File: config.mk
export PLATFORM = sky130hd
export DESIGN_NAME = english_text_trigram_scorer_top
export DESIGN_NICKNAME = d
export VERILOG_FILES = /design/src/hw/rtl/tts_pkg.sv /design/src/hw/rtl/english_text_trigram_scorer_top.sv /design/src/hw/rtl/tts_count.sv /design/src/hw/rtl/tts_verdict.sv
export SDC_FILE = /design/constraint.sdc
export NUM_CORES = 2
export LEC_CHECK = 0
export ABC_AREA = 1
export BUFFER_PORTS_ARGS = -buffer_cell sky130_fd_sc_hd__buf_2
export CAP_MARGIN = 20
export CELL_PAD_IN_SITES_DETAIL_PLACEMENT = 1
export CELL_PAD_IN_SITES_GLOBAL_PLACEMENT = 1
export CORE_AREA = 2 2 661 334
export DETAILED_ROUTE_END_ITERATION = 6
export DIE_AREA = 0 0 663 336
export HOLD_SLACK_MARGIN = 0.06
export PLACE_DENSITY_LB_ADDON = 0.2
export SKIP_CTS_REPAIR_TIMING = 1
export SLEW_MARGIN = 5
export SYNTH_ARGS = -nofsm -noshare
export SYNTH_HDL_FRONTEND = slang
export SYNTH_HIERARCHICAL = 1
export SYNTH_SLANG_ARGS = --single-unit
export TNS_END_PERCENT = 10
File: constraint.sdc
create_clock -name clk -period 14.3 [get_ports clk]
set_input_delay 2.145 -clock clk [delete_from_list [all_inputs] [get_ports clk]]
set_output_delay 2.145 -clock clk [all_outputs]
set_load 0.03 [all_outputs]
File: src/hw/rtl/tts_pkg.sv
// Shared types and constants for the English text trigram scorer.
`timescale 1ns / 1ps
`default_nettype none

package tts_pkg;

  localparam int COUNT_WIDTH_DEF = 16;
  localparam int BAND_W          = 17;
  localparam int OUT_W           = 16;
  localparam int SCALE           = 100000;

  localparam logic [BAND_W-1:0] TRI_LOW_RST  = 17'd2722;
  localparam logic [BAND_W-1:0] TRI_HIGH_RST = 17'd12722;
  localparam logic [BAND_W-1:0] E_LOW_RST    = 17'd7576;
  localparam logic [BAND_W-1:0] E_HIGH_RST   = 17'd17576;

  typedef enum logic [1:0] {
    REG_TRI_LOW  = 2'd0,
    REG_TRI_HIGH = 2'd1,
    REG_E_LOW    = 2'd2,
    REG_E_HIGH   = 2'd3
  } reg_idx_t;

  typedef struct packed {
    logic [7:0] char_code;
    logic       last_char;
  } in_t;

  typedef struct packed {
    logic             is_english;
    logic [OUT_W-1:0] trigram_hits;
    logic [OUT_W-1:0] e_total;
    logic [OUT_W-1:0] text_length;
  } out_t;

  typedef struct packed {
    logic [BAND_W-1:0] tri_low;
    logic [BAND_W-1:0] tri_high;
    logic [BAND_W-1:0] e_low;
    logic [BAND_W-1:0] e_high;
  } bands_t;

endpackage

`default_nettype wire

File: src/hw/rtl/english_text_trigram_scorer_top.sv
// The verdict for a text passes through stage A, stage B and the result register in turn.
// Throughput: one byte per cycle while in_ready is high; the saturating counters and the
// trigram window close per byte. The band products are formed in one registered stage and
// compared in the next. Reset (rst_n, synchronous, active low) clears the counters, window and
// pipeline valid flags, and loads the band registers with their default values.
`timescale 1ns / 1ps
`default_nettype none

module english_text_trigram_scorer_top #(
  parameter int COUNT_WIDTH = tts_pkg::COUNT_WIDTH_DEF
) (
  input  wire                clk,
  input  wire                rst_n,
  input  wire                in_valid,
  output logic               in_ready,
  input  tts_pkg::in_t       in_data,
  output logic               out_valid,
  input  wire                out_ready,
  output tts_pkg::out_t      out_data,
  input  wire                psel,
  input  wire                penable,
  input  wire                pwrite,
  input  wire [3:0]          paddr,
  input  wire [31:0]         pwdata,
  output logic [31:0]        prdata,
  output logic               pready
);

  tts_pkg::bands_t        bands_r;
  tts_pkg::reg_idx_t      reg_idx;
  logic                   in_fire;
  logic                   text_done;
  logic                   take_ready;
  logic [COUNT_WIDTH-1:0] len_nxt, hits_nxt, es_nxt;
  logic [tts_pkg::BAND_W-1:0] rd_val;

  assign pready  = 1'b1;
  assign reg_idx = tts_pkg::reg_idx_t'(paddr[3:2]);

  always_ff @(posedge clk) begin
    if (!rst_n) begin
      bands_r.tri_low  <= tts_pkg::TRI_LOW_RST;
      bands_r.tri_high <= tts_pkg::TRI_HIGH_RST;
      bands_r.e_low    <= tts_pkg::E_LOW_RST;
      bands_r.e_high   <= tts_pkg::E_HIGH_RST;
    end else if (psel && penable && pwrite) begin
      case (reg_idx)
        tts_pkg::REG_TRI_LOW:  bands_r.tri_low  <= pwdata[tts_pkg::BAND_W-1:0];
        tts_pkg::REG_TRI_HIGH: bands_r.tri_high <= pwdata[tts_pkg::BAND_W-1:0];
        tts_pkg::REG_E_LOW:    bands_r.e_low    <= pwdata[tts_pkg::BAND_W-1:0];
        tts_pkg::REG_E_HIGH:   bands_r.e_high   <= pwdata[tts_pkg::BAND_W-1:0];
        default: ;
      endcase
    end
  end

  always_comb begin
    case (reg_idx)
      tts_pkg::REG_TRI_LOW:  rd_val = bands_r.tri_low;
      tts_pkg::REG_TRI_HIGH: rd_val = bands_r.tri_high;
      tts_pkg::REG_E_LOW:    rd_val = bands_r.e_low;
      tts_pkg::REG_E_HIGH:   rd_val = bands_r.e_high;
      default:               rd_val = '0;
    endcase
  end
  assign prdata = 32'(rd_val);

  // Any byte may stall while a finished text still waits in the first verdict stage.
  assign in_ready = take_ready;
  assign in_fire  = in_valid && in_ready;

  tts_count #(.COUNT_WIDTH(COUNT_WIDTH)) u_count (
    .clk       (clk),
    .rst_n     (rst_n),
    .in_fire   (in_fire),
    .in_data   (in_data),
    .text_done (text_done),
    .len_nxt   (len_nxt),
    .hits_nxt  (hits_nxt),
    .es_nxt    (es_nxt)
  );

  tts_verdict #(.COUNT_WIDTH(COUNT_WIDTH)) u_verdict (
    .clk        (clk),
    .rst_n      (rst_n),
    .bands      (bands_r),
    .text_done  (text_done),
    .len_in     (len_nxt),
    .hits_in    (hits_nxt),
    .es_in      (es_nxt),
    .take_ready (take_ready),
    .out_valid  (out_valid),
    .out_ready  (out_ready),
    .out_data   (out_data)
  );

endmodule

`default_nettype wire

File: src/hw/rtl/tts_count.sv
// Per-byte trigram window and saturating counters for one text.
`timescale 1ns / 1ps
`default_nettype none

module tts_count #(
  parameter int COUNT_WIDTH = tts_pkg::COUNT_WIDTH_DEF
) (
  input  wire                   clk,
  input  wire                   rst_n,
  input  wire                   in_fire,
  input  tts_pkg::in_t          in_data,
  output logic                  text_done,
  output logic [COUNT_WIDTH-1:0] len_nxt,
  output logic [COUNT_WIDTH-1:0] hits_nxt,
  output logic [COUNT_WIDTH-1:0] es_nxt
);

  localparam logic [7:0] CH_A = 8'h41;
  localparam logic [7:0] CH_D = 8'h44;
  localparam logic [7:0] CH_E = 8'h45;
  localparam logic [7:0] CH_G = 8'h47;
  localparam logic [7:0] CH_H = 8'h48;
  localparam logic [7:0] CH_I = 8'h49;
  localparam logic [7:0] CH_N = 8'h4E;
  localparam logic [7:0] CH_R = 8'h52;
  localparam logic [7:0] CH_T = 8'h54;
  localparam logic [COUNT_WIDTH-1:0] CNT_MAX = {COUNT_WIDTH{1'b1}};

  logic [7:0]             older_r;
  logic [7:0]             newer_r;
  logic [COUNT_WIDTH-1:0] bytes_r;
  logic [COUNT_WIDTH-1:0] hits_r;
  logic [COUNT_WIDTH-1:0] es_r;
  logic                   hit;

  function automatic logic is_target(input logic [7:0] a, input logic [7:0] b,
                                     input logic [7:0] c);
    return (a == CH_T && b == CH_H && c == CH_E) ||
           (a == CH_A && b == CH_N && c == CH_D) ||
           (a == CH_I && b == CH_N && c == CH_G) ||
           (a == CH_H && b == CH_E && c == CH_R) ||
           (a == CH_H && b == CH_A && c == CH_T);
  endfunction

  function automatic logic [COUNT_WIDTH-1:0] sat_inc(input logic [COUNT_WIDTH-1:0] v);
    return (v == CNT_MAX) ? v : v + COUNT_WIDTH'(1);
  endfunction

  // A trigram needs two earlier bytes of the same text in the window.
  assign hit       = (bytes_r >= COUNT_WIDTH'(2)) &&
                     is_target(older_r, newer_r, in_data.char_code);
  assign len_nxt   = sat_inc(bytes_r);
  assign hits_nxt  = hit ? sat_inc(hits_r) : hits_r;
  assign es_nxt    = (in_data.char_code == CH_E) ? sat_inc(es_r) : es_r;
  assign text_done = in_fire && in_data.last_char;

  always_ff @(posedge clk) begin
    if (!rst_n) begin
      older_r <= '0;
      newer_r <= '0;
      bytes_r <= '0;
      hits_r  <= '0;
      es_r    <= '0;
    end else if (in_fire) begin
      if (in_data.last_char) begin
        older_r <= '0;
        newer_r <= '0;
        bytes_r <= '0;
        hits_r  <= '0;
        es_r    <= '0;
      end else begin
        older_r <= newer_r;
        newer_r <= in_data.char_code;
        bytes_r <= len_nxt;
        hits_r  <= hits_nxt;
        es_r    <= es_nxt;
      end
    end
  end

`ifndef ASSERT_OFF
  a_hits_le_len: assert property (@(posedge clk) disable iff (!rst_n)
    hits_r <= bytes_r)
    else $error("trigram count exceeds byte count");
  a_clear_after_last: assert property (@(posedge clk) disable iff (!rst_n)
    text_done |=> (bytes_r == '0) && (hits_r == '0) && (es_r == '0))
    else $error("counters not cleared after the last byte");
`endif

endmodule

`default_nettype wire

File: src/hw/rtl/tts_verdict.sv
// Verdict pipeline: finished counts, band products, band compares, result register.
`timescale 1ns / 1ps
`default_nettype none

module tts_verdict #(
  parameter int COUNT_WIDTH = tts_pkg::COUNT_WIDTH_DEF
) (
  input  wire                    clk,
  input  wire                    rst_n,
  input  tts_pkg::bands_t        bands,
  input  wire                    text_done,
  input  wire [COUNT_WIDTH-1:0]  len_in,
  input  wire [COUNT_WIDTH-1:0]  hits_in,
  input  wire [COUNT_WIDTH-1:0]  es_in,
  output logic                   take_ready,
  output logic                   out_valid,
  input  wire                    out_ready,
  output tts_pkg::out_t          out_data
);

  localparam int P_W   = COUNT_WIDTH + tts_pkg::BAND_W;
  localparam int EXT_W = (COUNT_WIDTH > tts_pkg::OUT_W) ? COUNT_WIDTH : tts_pkg::OUT_W;
  localparam logic [EXT_W-1:0] OUT_MAX_EXT = EXT_W'((1 << tts_pkg::OUT_W) - 1);
  localparam logic [P_W-1:0]   SCALE_P     = P_W'(tts_pkg::SCALE);

  // Stage A: counts of a finished text.
  logic                   va_r;
  logic [COUNT_WIDTH-1:0] len_a_r;
  logic [COUNT_WIDTH-1:0] hits_a_r;
  logic [COUNT_WIDTH-1:0] es_a_r;
  // Stage B: products and clamped counts.
  logic                   vb_r;
  logic                   short_b_r;
  logic [P_W-1:0]         tl_b_r, th_b_r, el_b_r, eh_b_r, hs_b_r, es_b_r;
  logic [tts_pkg::OUT_W-1:0] hits_b_r, e_b_r, len_b_r;
  // Stage C: result register.
  logic                   out_valid_r;
  tts_pkg::out_t          out_data_r;

  logic                   ready_a, ready_b, ready_c;
  logic [COUNT_WIDTH-1:0] subs_a;
  logic                   eng_nxt;

  function automatic logic [tts_pkg::OUT_W-1:0] clamp(input logic [COUNT_WIDTH-1:0] v);
    logic [EXT_W-1:0] ext;
    ext = EXT_W'(v);
    return (ext > OUT_MAX_EXT) ? OUT_MAX_EXT[tts_pkg::OUT_W-1:0] : ext[tts_pkg::OUT_W-1:0];
  endfunction

  assign ready_c    = !out_valid_r || out_ready;
  assign ready_b    = !vb_r || ready_c;
  assign ready_a    = !va_r || ready_b;
  assign take_ready = ready_a;
  assign subs_a     = len_a_r - COUNT_WIDTH'(2);

  assign eng_nxt = !short_b_r &&
                   (tl_b_r <= hs_b_r) && (hs_b_r <= th_b_r) &&
                   (el_b_r <= es_b_r) && (es_b_r <= eh_b_r);

  always_ff @(posedge clk) begin
    if (!rst_n) begin
      va_r        <= 1'b0;
      vb_r        <= 1'b0;
      out_valid_r <= 1'b0;
    end else begin
      if (ready_a) va_r <= text_done;
      if (ready_b) vb_r <= va_r;
      if (ready_c) out_valid_r <= vb_r;
    end
  end

  always_ff @(posedge clk) begin
    if (ready_a && text_done) begin
      len_a_r  <= len_in;
      hits_a_r <= hits_in;
      es_a_r   <= es_in;
    end
    if (ready_b && va_r) begin
      short_b_r <= len_a_r < COUNT_WIDTH'(3);
      tl_b_r    <= P_W'(bands.tri_low)  * P_W'(subs_a);
      th_b_r    <= P_W'(bands.tri_high) * P_W'(subs_a);
      el_b_r    <= P_W'(bands.e_low)    * P_W'(len_a_r);
      eh_b_r    <= P_W'(bands.e_high)   * P_W'(len_a_r);
      hs_b_r    <= P_W'(hits_a_r) * SCALE_P;
      es_b_r    <= P_W'(es_a_r)   * SCALE_P;
      hits_b_r  <= clamp(hits_a_r);
      e_b_r     <= clamp(es_a_r);
      len_b_r   <= clamp(len_a_r);
    end
    if (ready_c && vb_r) begin
      out_data_r.is_english   <= eng_nxt;
      out_data_r.trigram_hits <= hits_b_r;
      out_data_r.e_total      <= e_b_r;
      out_data_r.text_length  <= len_b_r;
    end
  end

  assign out_valid = out_valid_r;
  assign out_data  = out_data_r;

`ifndef ASSERT_OFF
  a_short_not_english: assert property (@(posedge clk) disable iff (!rst_n)
    out_valid_r && out_data_r.is_english |-> out_data_r.text_length >= 16'd3)
    else $error("text shorter than three bytes judged English");
  a_counts_le_len: assert property (@(posedge clk) disable iff (!rst_n)
    out_valid_r |-> (out_data_r.trigram_hits <= out_data_r.text_length) &&
                    (out_data_r.e_total <= out_data_r.text_length))
    else $error("reported count exceeds text length");
`endif

endmodule

`default_nettype wire
==> out/results.ini <==
[outcome]
status=completed

[sta]
final_skew_ns=0.0734
worst_pin_slew_ns=1.12
slew_violations=0
worst_hold_slack_ns=0.390
slew_headroom_pct=25.0
setup_tns_ns=0
timing.final.crit_period_ns=8.19
setup_violations=0
finalCritPeriodShare_pct=57.3
finalHoldViolations=0
max_freq_ghz=0.122
grt_setup_unrepaired=no
timing.final.ws_setup_ns=6.11

[clock_tree]
tritoncts.num_buffers=56
cts-htree-levels=2
clockRootBuffer=clkbuf_16
clk_latency_ns=0.72
clk_pin_slew_worst_paths_ns=0.09
tritoncts=yes
cts-root-to-sink-buffers=3
cts.sink_count=465

[final_layout]
mostFrequentLayoutCells=nand2_1 (1869), inv_1 (1795), fa_1 (920)
layout_commonest_cell=nand2_1
fillerInstances=25765
layoutNonFillerInstCount=10736
drive_above_1_share_pct=5.23
final_core_util_pct=32.5
area.growth.synth_to_final_pct=8.51
net_count_final=9506

[floorplanning]
pin_count=136
floorplan.core_area_mm2=0.217
start_util_pct=29.9
vertical_extent_of_the_die_um=336
standard_cell_rows=121
die_area_mm2=0.223
die_width_um=663

[setup_path]
largest_fanout_of_any_net_on_the_critical_path=30
critical_path.startpoint_type=flop
timing.critical_path.required_ns=14.75
timing.critical_path.slowest_cell_delay_ns=0.76
reg2reg_slack_ns=6.11
critPathKind=reg2reg
cp.arrival_ns=8.64
crit_path_end_kind=flop
crit_top_cell=fa_1
crit_path_slowest_cell=inv_2

[detailed_routing]
drt_iter0_markers=2193
via_per_instance_ratio=4.62
ant_nets=0
wl_per_cell_um=19.6
count_of_vias_placed_by_the_detailed_router=49578
drc=0
postRouteWirelength_um=211000
pre_repair_dr_iteration_count=7

[power_and_ir_drop]
vdd_drop_max_mv=0.0924
share_comb_of_total_power_pct=52.4
swShare_pct=45.0
power_density_mw_per_mm2=101
power.leakage_nw=35.8
share_seq_of_total_power_pct=25.0
power.clock.fraction_pct=22.6
cell_internal_pwr_w=0.00390
p_switching_w=0.00319

[logic_synthesis]
ys_warn_count=6
yosys.area.top_type_share_pct=28.4
synthFlopType=edfxtp_1
yosysTopAreaCell=fa_1
synth.avg_cell_area_um2=8.29
postSynthRegisterBits=465
synth_cells=7820
postSynth.asyncResetShare_pct=0
post_synth_main_area_contributors=fa_1 (28%), edfxtp_1 (15%), ha_1 (14%)
synthDistinctLibCells=60
synth_edf_count=330
mappedNetlistArea_mm2=0.0648
part_of_the_yosys_area_used_for_sequential_elements_pct=19.5

[global_route]
grt_first_pass_wirelength_um=329000
antenna_found_initial=7
groute.usage.overall_pct=19.2
met1_usage_pct=26.5
grt_overflow=0
global_route.usage.met3_pct=1.58
global_route.usage.met2_pct=33.0
grt.busiest_layer=met2
pin_count_of_the_biggest_net_entering_global_routing=75
via_count_of_the_first_global_routing_pass=54191

[place]
numPortBuffers=102
dpl.cell_count=10627
finalWeightedCongestion=0.825
pre_cts_slack_ns=6.13
detailed_place_hpwl_um=165000

[flow_run]
max_cap_check_violation_count=0

[hold_path]
class_of_the_most_critical_hold_timing_path=reg2reg

[cells in the mapped netlist, drive strengths merged (70+ instances only)]
cell type	instances
nand2	1897
inv	1821
fa	920
ha	739
nor2	587
edfxtp	330
a21oi	290
nand3	246
clkbuf	164
dfxtp	135
xor2	127
o21ai	121
buf	116
nand4	79
nor3	70
[power by group through the flow]
stage	combinational, W	sequential, W	clock (W)
floorplan	0.00254	0.00175	0
global placement	0.00376	0.00181	0
detailed placement	0.00376	0.00181	0
CTS	0.00380	0.00178	0.00166
global route	0.00426	0.00179	0.00170
finish	0.00372	0.00178	0.00160
[path summary, 6_finish.rpt]
kind / startpoint / endpoint / cells past startpoint
hold / removal: u_verdict/len_b_r[5] / u_verdict/out_data[5] / 0
hold reg to reg: u_verdict/len_b_r[5] / u_verdict/out_data[5] / 0
setup / recovery: u_verdict/len_a_r[1] / u_verdict/th_b_r[32] / 27
setup reg to reg: u_verdict/len_a_r[1] / u_verdict/th_b_r[32] / 27
[final cells by class]
class                   instances  area (um^2)  area share [%]
multi-input cells            5265        44100            62.7
flip-flops and latches        465        12600            17.9
inverters                    1824         6860            9.76
well taps                    2890         3620            5.14
clock buffers                  65         1470            2.08
repair buffers                183         1140            1.62
clock inverters                41          536           0.761
diodes                          3         7.51          0.0107
[worst max-delay path, delay by kind of cell, from the launching register on]
kind | cells | cell delay, ns
AND/OR/NAND/NOR | 9 | 1.42
buffers and inverters | 7 | 1.60
AO/OA/AOI/OAI | 3 | 0.60
flip-flops | 1 | 0.40
adder cells (fa/ha/maj) | 8 | 3.91
[kinds of logic after synthesis]
logic type,share of synthesized area (%)
adder cells (fa/ha/maj),42.7
AND/OR/NAND/NOR,18.6
other,0.0116
AO/OA/AOI/OAI,4.25
buffers and inverters,12.6
XOR/XNOR,2.35
flip-flops,19.5
[metrics by stage]
stage | cell area (um^2) | total power, W
2_1_floorplan | 64900 | 0.00429
5_1_grt | 70300 | 0.00775
3_5_place_dp | 68300 | 0.00557
3_3_place_gp | 68300 | 0.00557
6_report | 70300 | 0.00709
4_1_cts | 70300 | 0.00725
[sequential cells by signal, summed over array words and instances (netlist names), 8 cells and up]
register / count
bands_r: 68
u_verdict/out_data: 49
u_verdict/eh_b_r: 33
u_verdict/el_b_r: 33
u_verdict/th_b_r: 33
u_verdict/tl_b_r: 33
u_verdict/es_b_r: 26
u_verdict/hs_b_r: 26
u_count/bytes_r: 16
u_count/es_r: 16
u_count/hits_r: 16
u_verdict/e_b_r: 16
u_verdict/es_a_r: 16
u_verdict/hits_a_r: 16
u_verdict/hits_b_r: 16
u_verdict/len_a_r: 16
u_verdict/len_b_r: 16
u_count/newer_r: 8
u_count/older_r: 8
[per-layer routing]
metal / wire length, um / part of all wire [%] / vias to the layer above
li1: - / - / 23569
met3: 6030 / 2.9 / 173
met5: 0 / 0 / -
met1: 101000 / 48 / 25227
met2: 99600 / 47 / 609
met4: 4100 / 1.9 / 0
(Power assumes the default switching activity.)
